==> config.mk <==
export PLATFORM = sky130hd
export DESIGN_NAME = base_b_digits_to_fraction
export DESIGN_NICKNAME = d
export VERILOG_FILES = /design/src/design/bbdf_pkg.sv /design/src/design/bbdf_div.sv /design/src/design/bbdf_dp.sv /design/src/design/bbdf_ctrl.sv /design/src/design/base_b_digits_to_fraction.sv
export SDC_FILE = /design/constraint.sdc
export NUM_CORES = 2
export LEC_CHECK = 0
export ABC_AREA = 1
export BUFFER_PORTS_ARGS = -buffer_cell sky130_fd_sc_hd__buf_2
export CELL_PAD_IN_SITES_DETAIL_PLACEMENT = 1
export CELL_PAD_IN_SITES_GLOBAL_PLACEMENT = 1
export CORE_ASPECT_RATIO = 1.1
export CORE_MARGIN = 4
export CORE_UTILIZATION = 49
export DETAILED_ROUTE_END_ITERATION = 12
export PLACE_DENSITY = 0.89
export SLEW_MARGIN = 20
export SYNTH_ARGS = -nofsm -noshare
export SYNTH_HDL_FRONTEND = slang
export SYNTH_HIERARCHICAL = 1
export SYNTH_SLANG_ARGS = --single-unit
==> constraint.sdc <==
create_clock -name clk -period 6.7 [get_ports clk]
set_clock_uncertainty 0.1 [all_clocks]
set_input_delay 0.335 -clock clk [delete_from_list [all_inputs] [get_ports clk]]
set_output_delay 0.335 -clock clk [all_outputs]
set_load 0.05 [all_outputs]
==> src/design/bbdf_pkg.sv <==
// shared constants, types and state encoding for the digit-to-fraction converter
`timescale 1ns / 1ps
`default_nettype none

package bbdf_pkg;

  // fraction format and digit width
  localparam int FRAC_BITS  = 32;
  localparam int DIGIT_BITS = 16;

  // fixed field widths
  localparam int DIGIT_W = 16;
  localparam int BASE_W  = 16;
  localparam int FRAC_W  = 32;

  // dividend of the serial divider must hold 2^FRAC_BITS and any reciprocal
  localparam int DVD_W  = (FRAC_BITS + 1 > FRAC_W) ? FRAC_BITS + 1 : FRAC_W;
  localparam int CNT_W  = $clog2(DVD_W + 1);
  localparam int PROD_W = DIGIT_W + FRAC_W;

  localparam logic [DVD_W-1:0]   RELOAD_DVD = DVD_W'(1) << FRAC_BITS;
  localparam logic [FRAC_W-1:0]  FRAC_MAX   = {FRAC_W{1'b1}};
  localparam logic [BASE_W-1:0]  BASE_MIN   = BASE_W'(2);
  localparam logic [DIGIT_W-1:0] DIGIT_MASK = (DIGIT_BITS >= DIGIT_W) ? {DIGIT_W{1'b1}} :
                                              DIGIT_W'((64'd1 << DIGIT_BITS) - 64'd1);

  typedef enum logic [2:0] {
    S_IDLE,
    S_START,
    S_RELOAD,
    S_MUL,
    S_ACC,
    S_DIV,
    S_EMIT
  } state_t;

  // controller to datapath
  typedef struct packed {
    logic load_in;
    logic clear_acc;
    logic div_start;
    logic div_reload;
    logic recip_load;
    logic mul;
    logic acc_upd;
    logic out_load;
  } cmd_t;

  // datapath to controller
  typedef struct packed {
    logic in_valid;
    logic first;
    logic last;
    logic div_busy;
    logic div_done;
    logic out_free;
  } sts_t;

endpackage

`default_nettype wire

==> src/design/bbdf_div.sv <==
// restoring bit-serial divider, one quotient bit per cycle
`timescale 1ns / 1ps
`default_nettype none

module bbdf_div (
  input  logic                        clk,
  input  logic                        rst_n,
  input  logic                        start,
  input  logic [bbdf_pkg::DVD_W-1:0]  dividend,
  input  logic [bbdf_pkg::BASE_W-1:0] divisor,
  output logic                        busy,
  output logic                        done,
  output logic [bbdf_pkg::DVD_W-1:0]  quotient
);
  import bbdf_pkg::*;

  logic [DVD_W-1:0]  dvd_r;
  logic [DVD_W-1:0]  dvd_nxt;
  logic [BASE_W-1:0] dsr_r;
  logic [BASE_W-1:0] rem_r;
  logic [BASE_W-1:0] rem_nxt;
  logic [BASE_W:0]   rem_sh;
  logic [BASE_W:0]   rem_dif;
  logic              ge;
  logic [CNT_W-1:0]  cnt_r;
  logic              busy_r;
  logic              done_r;

  always_comb begin
    rem_sh  = {rem_r, dvd_r[DVD_W-1]};
    ge      = (rem_sh >= {1'b0, dsr_r});
    rem_dif = rem_sh - {1'b0, dsr_r};
    rem_nxt = ge ? rem_dif[BASE_W-1:0] : rem_sh[BASE_W-1:0];
    dvd_nxt = {dvd_r[DVD_W-2:0], ge};
  end

  always_ff @(posedge clk) begin
    if (!rst_n) begin
      busy_r <= 1'b0;
      done_r <= 1'b0;
      cnt_r  <= '0;
    end else begin
      done_r <= 1'b0;
      if (start) begin
        busy_r <= 1'b1;
        cnt_r  <= CNT_W'(DVD_W);
      end else if (busy_r) begin
        cnt_r <= cnt_r - CNT_W'(1);
        if (cnt_r == CNT_W'(1)) begin
          busy_r <= 1'b0;
          done_r <= 1'b1;
        end
      end
    end
  end

  always_ff @(posedge clk) begin
    if (start) begin
      dvd_r <= dividend;
      dsr_r <= divisor;
      rem_r <= '0;
    end else if (busy_r) begin
      dvd_r <= dvd_nxt;
      rem_r <= rem_nxt;
    end
  end

  assign busy     = busy_r;
  assign done     = done_r;
  assign quotient = dvd_r;

`ifndef SYNTHESIS
  a_start_busy: assert property (@(posedge clk) disable iff (!rst_n)
    start |=> busy_r)
    else $error("divider not busy after start");

  a_done_pulse: assert property (@(posedge clk) disable iff (!rst_n)
    done_r |=> !done_r)
    else $error("divider done longer than one cycle");
`endif

endmodule

`default_nettype wire

==> src/design/bbdf_dp.sv <==
// datapath: input word, reciprocal, accumulator, product and output register
`timescale 1ns / 1ps
`default_nettype none

module bbdf_dp (
  input  logic                         clk,
  input  logic                         rst_n,
  input  bbdf_pkg::cmd_t               cmd,
  output bbdf_pkg::sts_t               sts,
  input  logic                         in_valid,
  input  logic [bbdf_pkg::DIGIT_W-1:0] in_digit,
  input  logic [bbdf_pkg::BASE_W-1:0]  in_base,
  input  logic                         in_first_digit,
  input  logic                         in_last_digit,
  output logic [bbdf_pkg::FRAC_W-1:0]  out_fraction,
  output logic                         out_valid,
  input  logic                         out_ready
);
  import bbdf_pkg::*;

  logic [DIGIT_W-1:0] digit_r;
  logic [BASE_W-1:0]  base_r;
  logic               first_r;
  logic               last_r;
  logic [FRAC_W-1:0]  recip_r;
  logic [FRAC_W-1:0]  acc_r;
  logic [PROD_W-1:0]  prod_r;
  logic [FRAC_W-1:0]  out_fraction_r;
  logic               out_valid_r;

  logic [DVD_W-1:0]   dividend;
  logic [DVD_W-1:0]   quotient;
  logic [FRAC_W-1:0]  quot_sat;
  logic [PROD_W:0]    acc_sum;
  logic [FRAC_W-1:0]  acc_sat;
  logic               div_busy;
  logic               div_done;

  assign dividend = cmd.div_reload ? RELOAD_DVD : DVD_W'(recip_r);

  bbdf_div u_div (
    .clk      (clk),
    .rst_n    (rst_n),
    .start    (cmd.div_start),
    .dividend (dividend),
    .divisor  (base_r),
    .busy     (div_busy),
    .done     (div_done),
    .quotient (quotient)
  );

  always_comb begin
    quot_sat = (quotient > DVD_W'(FRAC_MAX)) ? FRAC_MAX : quotient[FRAC_W-1:0];
    acc_sum  = (PROD_W+1)'(acc_r) + (PROD_W+1)'(prod_r);
    acc_sat  = (|acc_sum[PROD_W:FRAC_W]) ? FRAC_MAX : acc_sum[FRAC_W-1:0];
  end

  // input word capture, product and output data registers; base below two runs as base two
  always_ff @(posedge clk) begin
    if (cmd.load_in) begin
      digit_r <= in_digit & DIGIT_MASK;
      base_r  <= (in_base < BASE_MIN) ? BASE_MIN : in_base;
      first_r <= in_first_digit;
      last_r  <= in_last_digit;
    end
    if (cmd.mul) begin
      prod_r <= PROD_W'(digit_r) * PROD_W'(recip_r);
    end
    if (cmd.out_load) begin
      out_fraction_r <= acc_r;
    end
  end

  always_ff @(posedge clk) begin
    if (!rst_n) begin
      recip_r     <= '0;
      acc_r       <= '0;
      out_valid_r <= 1'b0;
    end else begin
      if (cmd.recip_load) begin
        recip_r <= quot_sat;
      end
      if (cmd.clear_acc) begin
        acc_r <= '0;
      end else if (cmd.acc_upd) begin
        acc_r <= acc_sat;
      end
      if (cmd.out_load) begin
        out_valid_r <= 1'b1;
      end else if (out_ready) begin
        out_valid_r <= 1'b0;
      end
    end
  end

  always_comb begin
    sts.in_valid = in_valid;
    sts.first    = first_r;
    sts.last     = last_r;
    sts.div_busy = div_busy;
    sts.div_done = div_done;
    sts.out_free = !out_valid_r || out_ready;
  end

  assign out_fraction = out_fraction_r;
  assign out_valid    = out_valid_r;

`ifndef SYNTHESIS
  a_acc_monotone: assert property (@(posedge clk) disable iff (!rst_n)
    (cmd.acc_upd && !cmd.clear_acc) |=> (acc_r >= $past(acc_r)))
    else $error("accumulator decreased on a digit update");
`endif

endmodule

`default_nettype wire

==> src/design/bbdf_ctrl.sv <==
// controller state machine sequencing reload, multiply-add and divide
`timescale 1ns / 1ps
`default_nettype none

module bbdf_ctrl (
  input  logic           clk,
  input  logic           rst_n,
  input  bbdf_pkg::sts_t sts,
  output bbdf_pkg::cmd_t cmd,
  output logic           in_ready
);
  import bbdf_pkg::*;

  state_t state_r;
  state_t state_nxt;

  always_ff @(posedge clk) begin
    if (!rst_n) begin
      state_r <= S_IDLE;
    end else begin
      state_r <= state_nxt;
    end
  end

  always_comb begin
    state_nxt = state_r;
    case (state_r)
      S_IDLE: begin
        if (sts.in_valid) state_nxt = S_START;
      end
      S_START: begin
        state_nxt = sts.first ? S_RELOAD : S_MUL;
      end
      S_RELOAD: begin
        if (sts.div_done) state_nxt = S_MUL;
      end
      S_MUL: begin
        state_nxt = S_ACC;
      end
      S_ACC: begin
        state_nxt = S_DIV;
      end
      S_DIV: begin
        if (sts.div_done) state_nxt = sts.last ? S_EMIT : S_IDLE;
      end
      S_EMIT: begin
        if (sts.out_free) state_nxt = S_IDLE;
      end
      default: begin
        state_nxt = S_IDLE;
      end
    endcase
  end

  always_comb begin
    cmd      = '0;
    in_ready = 1'b0;
    case (state_r)
      S_IDLE: begin
        in_ready    = 1'b1;
        cmd.load_in = sts.in_valid;
      end
      S_START: begin
        if (sts.first) begin
          cmd.clear_acc  = 1'b1;
          cmd.div_start  = 1'b1;
          cmd.div_reload = 1'b1;
        end
      end
      S_RELOAD: begin
        cmd.recip_load = sts.div_done;
      end
      S_MUL: begin
        cmd.mul = 1'b1;
      end
      S_ACC: begin
        cmd.acc_upd   = 1'b1;
        cmd.div_start = 1'b1;
      end
      S_DIV: begin
        cmd.recip_load = sts.div_done;
      end
      S_EMIT: begin
        cmd.out_load = sts.out_free;
      end
      default: begin
        cmd = '0;
      end
    endcase
  end

`ifndef SYNTHESIS
  a_start_idle_div: assert property (@(posedge clk) disable iff (!rst_n)
    cmd.div_start |-> !sts.div_busy)
    else $error("divide started while divider busy");

  a_out_free: assert property (@(posedge clk) disable iff (!rst_n)
    cmd.out_load |-> sts.out_free)
    else $error("output register overwritten before taken");
`endif

endmodule

`default_nettype wire

==> src/design/base_b_digits_to_fraction.sv <==
// top level of the base-b digit expansion to fixed-point fraction converter
`timescale 1ns / 1ps
`default_nettype none

// Takes the base-b digits of one coordinate, most significant first, one
// word per digit, and returns the unsigned Q0.32 fraction sum digit*b^-(t+1)
// as one output word after the digit marked last. A digit marked first
// clears the accumulator and reloads the reciprocal with floor(2^32/base);
// every digit adds digit*reciprocal (saturating at all ones) and then divides
// the reciprocal by base, truncating. A base of 0 or 1 runs as base 2.
// One digit word is worked at a time, paced by the shared restoring divider,
// which produces one quotient bit per cycle over a 33-bit dividend and runs
// once per digit, twice on a first digit. A finished fraction sits in the
// output register, so the next digit is taken while it waits; a last digit
// holds in its final step only if that register is still full.
module base_b_digits_to_fraction (
  input  logic                         clk,
  input  logic                         rst_n,
  input  logic                         in_valid,
  output logic                         in_ready,
  input  logic [bbdf_pkg::DIGIT_W-1:0] in_digit,
  input  logic [bbdf_pkg::BASE_W-1:0]  in_base,
  input  logic                         in_first_digit,
  input  logic                         in_last_digit,
  output logic                         out_valid,
  input  logic                         out_ready,
  output logic [bbdf_pkg::FRAC_W-1:0]  out_fraction
);
  import bbdf_pkg::*;

  // command and status between sequencer and datapath
  cmd_t cmd;
  sts_t sts;

  bbdf_ctrl u_ctrl (
    .clk      (clk),
    .rst_n    (rst_n),
    .sts      (sts),
    .cmd      (cmd),
    .in_ready (in_ready)
  );

  bbdf_dp u_dp (
    .clk            (clk),
    .rst_n          (rst_n),
    .cmd            (cmd),
    .sts            (sts),
    .in_valid       (in_valid),
    .in_digit       (in_digit),
    .in_base        (in_base),
    .in_first_digit (in_first_digit),
    .in_last_digit  (in_last_digit),
    .out_fraction   (out_fraction),
    .out_valid      (out_valid),
    .out_ready      (out_ready)
  );

endmodule

`default_nettype wire
* Yosys cells after proc, flatten, opt, wreduce, memory -nomap -nowiden *
Cells that the tools add are included.

word-level totals
  bits in registers = 255
  input bits = 38

cells by class
  add/sub/neg operators = 3
  multiply operators = 1
  $lt $le $gt $ge = 3
  equality and inequality tests = 11
  muxes and demuxes = 31
  bitwise operators = 2
  reductions and logical operators = 11

operators by type and width
  operator                                                         number
  2-to-1 mux 33 bit                                                3
  2-to-1 mux 32 bit                                                2
  adder 32 x 48 -> 49 bit                                          1
  multiplier 16 x 32 -> 48 bit                                     1
  greater-than comparator 33 x 32 -> 1 bit, second input constant  1
  case mux 3 bit (7 select lines)                                  1
  2-to-1 mux 3 bit                                                 6
  greater-or-equal comparator 17 x 16 -> 1 bit                     1
  OR reduction 17 bit                                              1
  less-than comparator 16 x 2 -> 1 bit, second input constant      1
  2-to-1 mux 16 bit                                                1
  subtractor 16 bit                                                1
  2-to-1 mux 1 bit                                                 15
  2-to-1 mux 6 bit                                                 2
  equality test 3 bit, second input constant                       3
  equality test 3 x 2 -> 1 bit, second input constant              2
  equality test 6 x 1 -> 1 bit, second input constant              1
  inequality test 2 x 1 -> 1 bit, second input constant            3
  OR reduction 2 bit                                               3
  subtractor 6 x 1 -> 6 bit, second input constant                 1
  AND reduction 4 bit                                              1
  nonzero test 2 bit                                               2
  equality test 3 x 1 -> 1 bit, second input constant              1
  logical NOT 3 bit                                                1
  other kinds (6)                                                  7

* Depth between registers and ports, before layout *
  depth after elaboration = 4
  gate-level depth with buffers = 28
  mapped depth without buffers = 26

* Cells and area by module *
The synthesis kept the hierarchy.

modules (own cells, without submodules)
  module     times used  cells each  area an instance (um^2)
  bbdf_dp    1           3530        26696.9
  bbdf_div   1           551         4186.5
  bbdf_ctrl  1           56          302.8

* Worst setup path before layout *
No wires, ideal clock.

  path kind = register to register
  start = reg u_dp.recip_r[5]
  end = reg u_dp.prod_r[43] (data pin)
  arrival time = 5.611 ns
  slack = 0.730 ns
  cell stages (with the launch flop) = 25
  buffers on the path = 2
  clock period less this slack = 5.970 ns
  cells stage by stage = dfxtp_1 -> clkbuf_1 -> clkbuf_1 -> nand2_1 -> fa_1 -> inv_1 -> fa_1 -> inv_1 -> fa_1 -> inv_1 -> fa_1 -> fa_1 -> inv_1 -> fa_1 -> inv_1 -> ha_1 -> a21oi_1 -> o21ai_0 -> a21oi_1 -> nand2_1 -> a21oi_1 -> o21ai_0 -> nand3_1 -> nand2_1 -> xor2_1

on the way
  cells in the longest elaborated chain, start to end = 1

ends and longest elaborated chain
  what                          line           RTL
  start, declared               bbdf_dp.sv:25  logic [FRAC_W-1:0] recip_r;
  start signal, assigned        bbdf_dp.sv:81  recip_r <= quot_sat;
  multiplier 16 x 32 -> 48 bit  bbdf_dp.sv:67  prod_r <= PROD_W'(digit_r) * PROD_W'(recip_r);
  end signal, assigned          bbdf_dp.sv:67
  end, declared                 bbdf_dp.sv:27  logic [PROD_W-1:0] prod_r;

No other way between the ends.
A chain may end at the register's enable or synchronous reset.

* Worst setup path after layout *
  start = reg u_dp.recip_r[5]
  end = reg u_dp.prod_r[35] (data pin)

Same word-level chain as after synthesis.

==> impl_results.md <==
- Status: finished clean
- Clk_lat worst skew: 0.66 ns
- Multi-input logic area: 19800 µm²
- Mapped Area: 31200 µm²
- HP Class: primary input to register
- Storage element area: 6750 µm²
- Initial Utilization: 49.7%
- Synthesis-to-layout area growth: 10.3%
- CTS buffer count: 30
- Sequential share of power: 32.5%
- Finished Layout Cells: 5084
- Layout cells sized above 1: 8.49%
- Final WL: 114000 µm
- Fin. Hold Viols: 0
- Post-Syn Area per Cell: 7.54 µm²
- Largest net degree at the start of global routing: 65
- DRT Pass-1 Iters: 5
- Sw Ratio: 46.3%
- Total power: 7.76 mW
- Fmax: 151 MHz
- Die H: 273 µm
- I/O Buffers: 71
- Die Span X: 249 µm
- DR WL met2: 57600 µm
- Clk pwr share: 22.3%
- Critical path endpoint category: register
- M1 wire length: 41000 µm
- VDD IR max: 0.227 mV
- DP Area: 32500 µm²
- # rows: 96
- Setup TNS: 0 ns
- Clk slew on worst S/H paths: 0.07 ns
- Worst Tran Pin Value: 0.971 ns
- Vias: 28334
- Detailed placement HPWL: 81200 µm
- Total die area: 67700 µm²
- Max-cap violation count: 0
- WHS: 0.182 ns
- Fillers: 7887
- CTS sink count: 255
- Period utilization: 99.0%
- Boundary pin count: 72
- Final slew viol count: 0
- Total gr overflow: 0
- # DRC: 0
- Setup crit start kind: register
- RD Place Congestion: 0.936
- Max Fanout on Critical Path: 9
- Highest metal used: met4
- Vias in the first global route: 31829
- Final min period: 6.63 ns
- Pwr/cell area: 226 nW/µm²
- Rel. slew slack: 35.1%
- CP required: 6.94 ns
- Mapped Cells: 4136
- DR WL/cell: 22.4 µm
- First-pass GRT wire length: 177000 µm
- GRT Total Usage: 33.0%
- Kind of critical path: register to register
- Final setup fails: 0
- Leak Pwr: 18.7 nW
- Final std cell area, no fill: 34400 µm²
- Antenna violations before repair: 1
- Final antenna-violating net count: 0
- DR iter-0 viols: 2108
- Sw Pwr: 3.59 mW
- Nets: 4854
- Root Driver: clkbuf_16
- CTS tree: built
- Vias per Instance: 5.57
- Core Region: 62700 µm²
- Synth Warn #: 6
- Syn nets: 4764
- CTS HTree Levels: 1
- Clk buf depth: 3
- Crit path DAT: 6.87 ns
- Internal: 4.17 mW
- WL met3: 6530 µm
- Comb pwr share: 45.3%
- Cells after DPL: 4947
area by class of cell:
| cell class | instances | area share [%] |
|---|---|---|
| Multi-Input combinational cell | 2648 | 57.7 |
| Timing Repair Buffer | 236 | 5.19 |
| Clock inverter | 15 | 0.520 |
| Tap cell | 833 | 3.03 |
| Inverter | 1055 | 11.5 |
| Sequential cell | 255 | 19.6 |
| Antenna cell | 1 | 0.00728 |
| Clock buffer | 41 | 2.42 |
final timing paths:
check / startpoint / to / slack (ns) / cells past startpoint
worst max-delay path: u_dp/recip_r[5] / u_dp/prod_r[35] / 0.07 / 19
worst max register to register: u_dp/recip_r[5] / u_dp/prod_r[35] / 0.07 / 19
worst min-delay path: in_valid / u_ctrl/state_r[2] / 0.18 / 5
worst min register to register: u_dp/base_r[10] / u_dp/u_div/dsr_r[10] / 0.33 / 0
flip-flops by register name, summed over array words and instances, names as in the netlist:
| signal | flops |
|---|---|
| u_dp/out_valid | 1 |
| u_dp/last_r | 1 |
| u_dp/u_div/busy | 1 |
| u_dp/prod_r | 48 |
| u_dp/u_div/quotient | 33 |
| u_ctrl/state_r | 3 |
| u_dp/base_r | 16 |
| u_dp/u_div/rem_r | 16 |
| u_dp/acc_r | 32 |
| u_dp/u_div/dsr_r | 16 |
| u_dp/digit_r | 16 |
| u_dp/recip_r | 32 |
| u_dp/u_div/done | 1 |
| u_dp/first_r | 1 |
| u_dp/u_div/cnt_r | 6 |
| u_dp/out_fraction | 32 |
through the flow:
stage	worst slack (ns)	util [%]
3_5_place_dp	-0.00810	51.9
2_1_floorplan	0.730	-
6_report	0.0684	54.8
5_1_grt	-0.141	54.8
3_3_place_gp	0.217	51.9
4_1_cts	-0.0229	54.5
cells in the final DEF, fill, tap and decap left out, types with 5 or more instances in the layout:
cell              n
dlygate4sd3_1    36
nand2_1        1186
ha_1            170
a31oi_1          11
xnor2_1          24
nor4_1            5
o21ai_1           7
nand2_2          10
buf_12            8
a21oi_2           7
a211oi_1         35
xor2_1           53
nor3_1           45
nor3_2            7
nor2_2           31
nand4_1          17
nand3b_1          7
nor2_4            5
o21ai_0          51
nand3_2          21
buf_2            71
buf_4           121
dfxtp_1          82
inv_2             8
nand3_1         116
edfxtp_1        163
clkbuf_16        30
dfxtp_2          10
o21a_1            5
clkbuf_1          7
nor2_1          278
fa_1            419
a21oi_1          99
inv_1          1045
clkinv_1          5
timing repair:
| item | in CTS | in global routing |
|---|---|---|
| setup buffers | 27 | 17 |
| hold buffers | 36 | 0 |
| endpoints found under the setup margin | 12 | 25 |
| endpoints found under the hold margin | 41 | 0 |
| pin swaps | 0 | 1 |
| gates resized for setup | 2 | 35 |
worst max-delay path, cell delays in order, from the launching register on:
cell and delay [ns]:
dfxtp_1 0.63, nand2_1 0.26, fa_1 0.65, inv_1 0.07, fa_1 0.49, fa_1 0.54
fa_1 0.54, fa_1 0.63, inv_1 0.08, fa_1 0.55, inv_1 0.05, ha_1 0.37
a21oi_1 0.26, o21ai_0 0.14, a21oi_1 0.13, nand2_1 0.16, a21oi_4 0.24, o21ai_2 0.12
a21oi_1 0.20, xnor2_1 0.11
power by group through the flow:
stage                     sequential [mW]  clock [mW]  combinational, mW
final                                2.52        1.73               3.51
after global routing                 2.55        1.81               3.81
after CTS                            2.52        1.74               3.30
after detailed placement             2.59           0               3.10
after global placement               2.56           0               2.92
after floorplan                      2.43           0               2.23
per-layer routing:
metal | up-vias | global-route usage [%]
met5 | - | 0
met4 | 0 | 20.0
met3 | 551 | 4.58
met2 | 1321 | 60.2
met1 | 14126 | 36.5
li1 | 12336 | -
(Power assumes the default switching activity.)
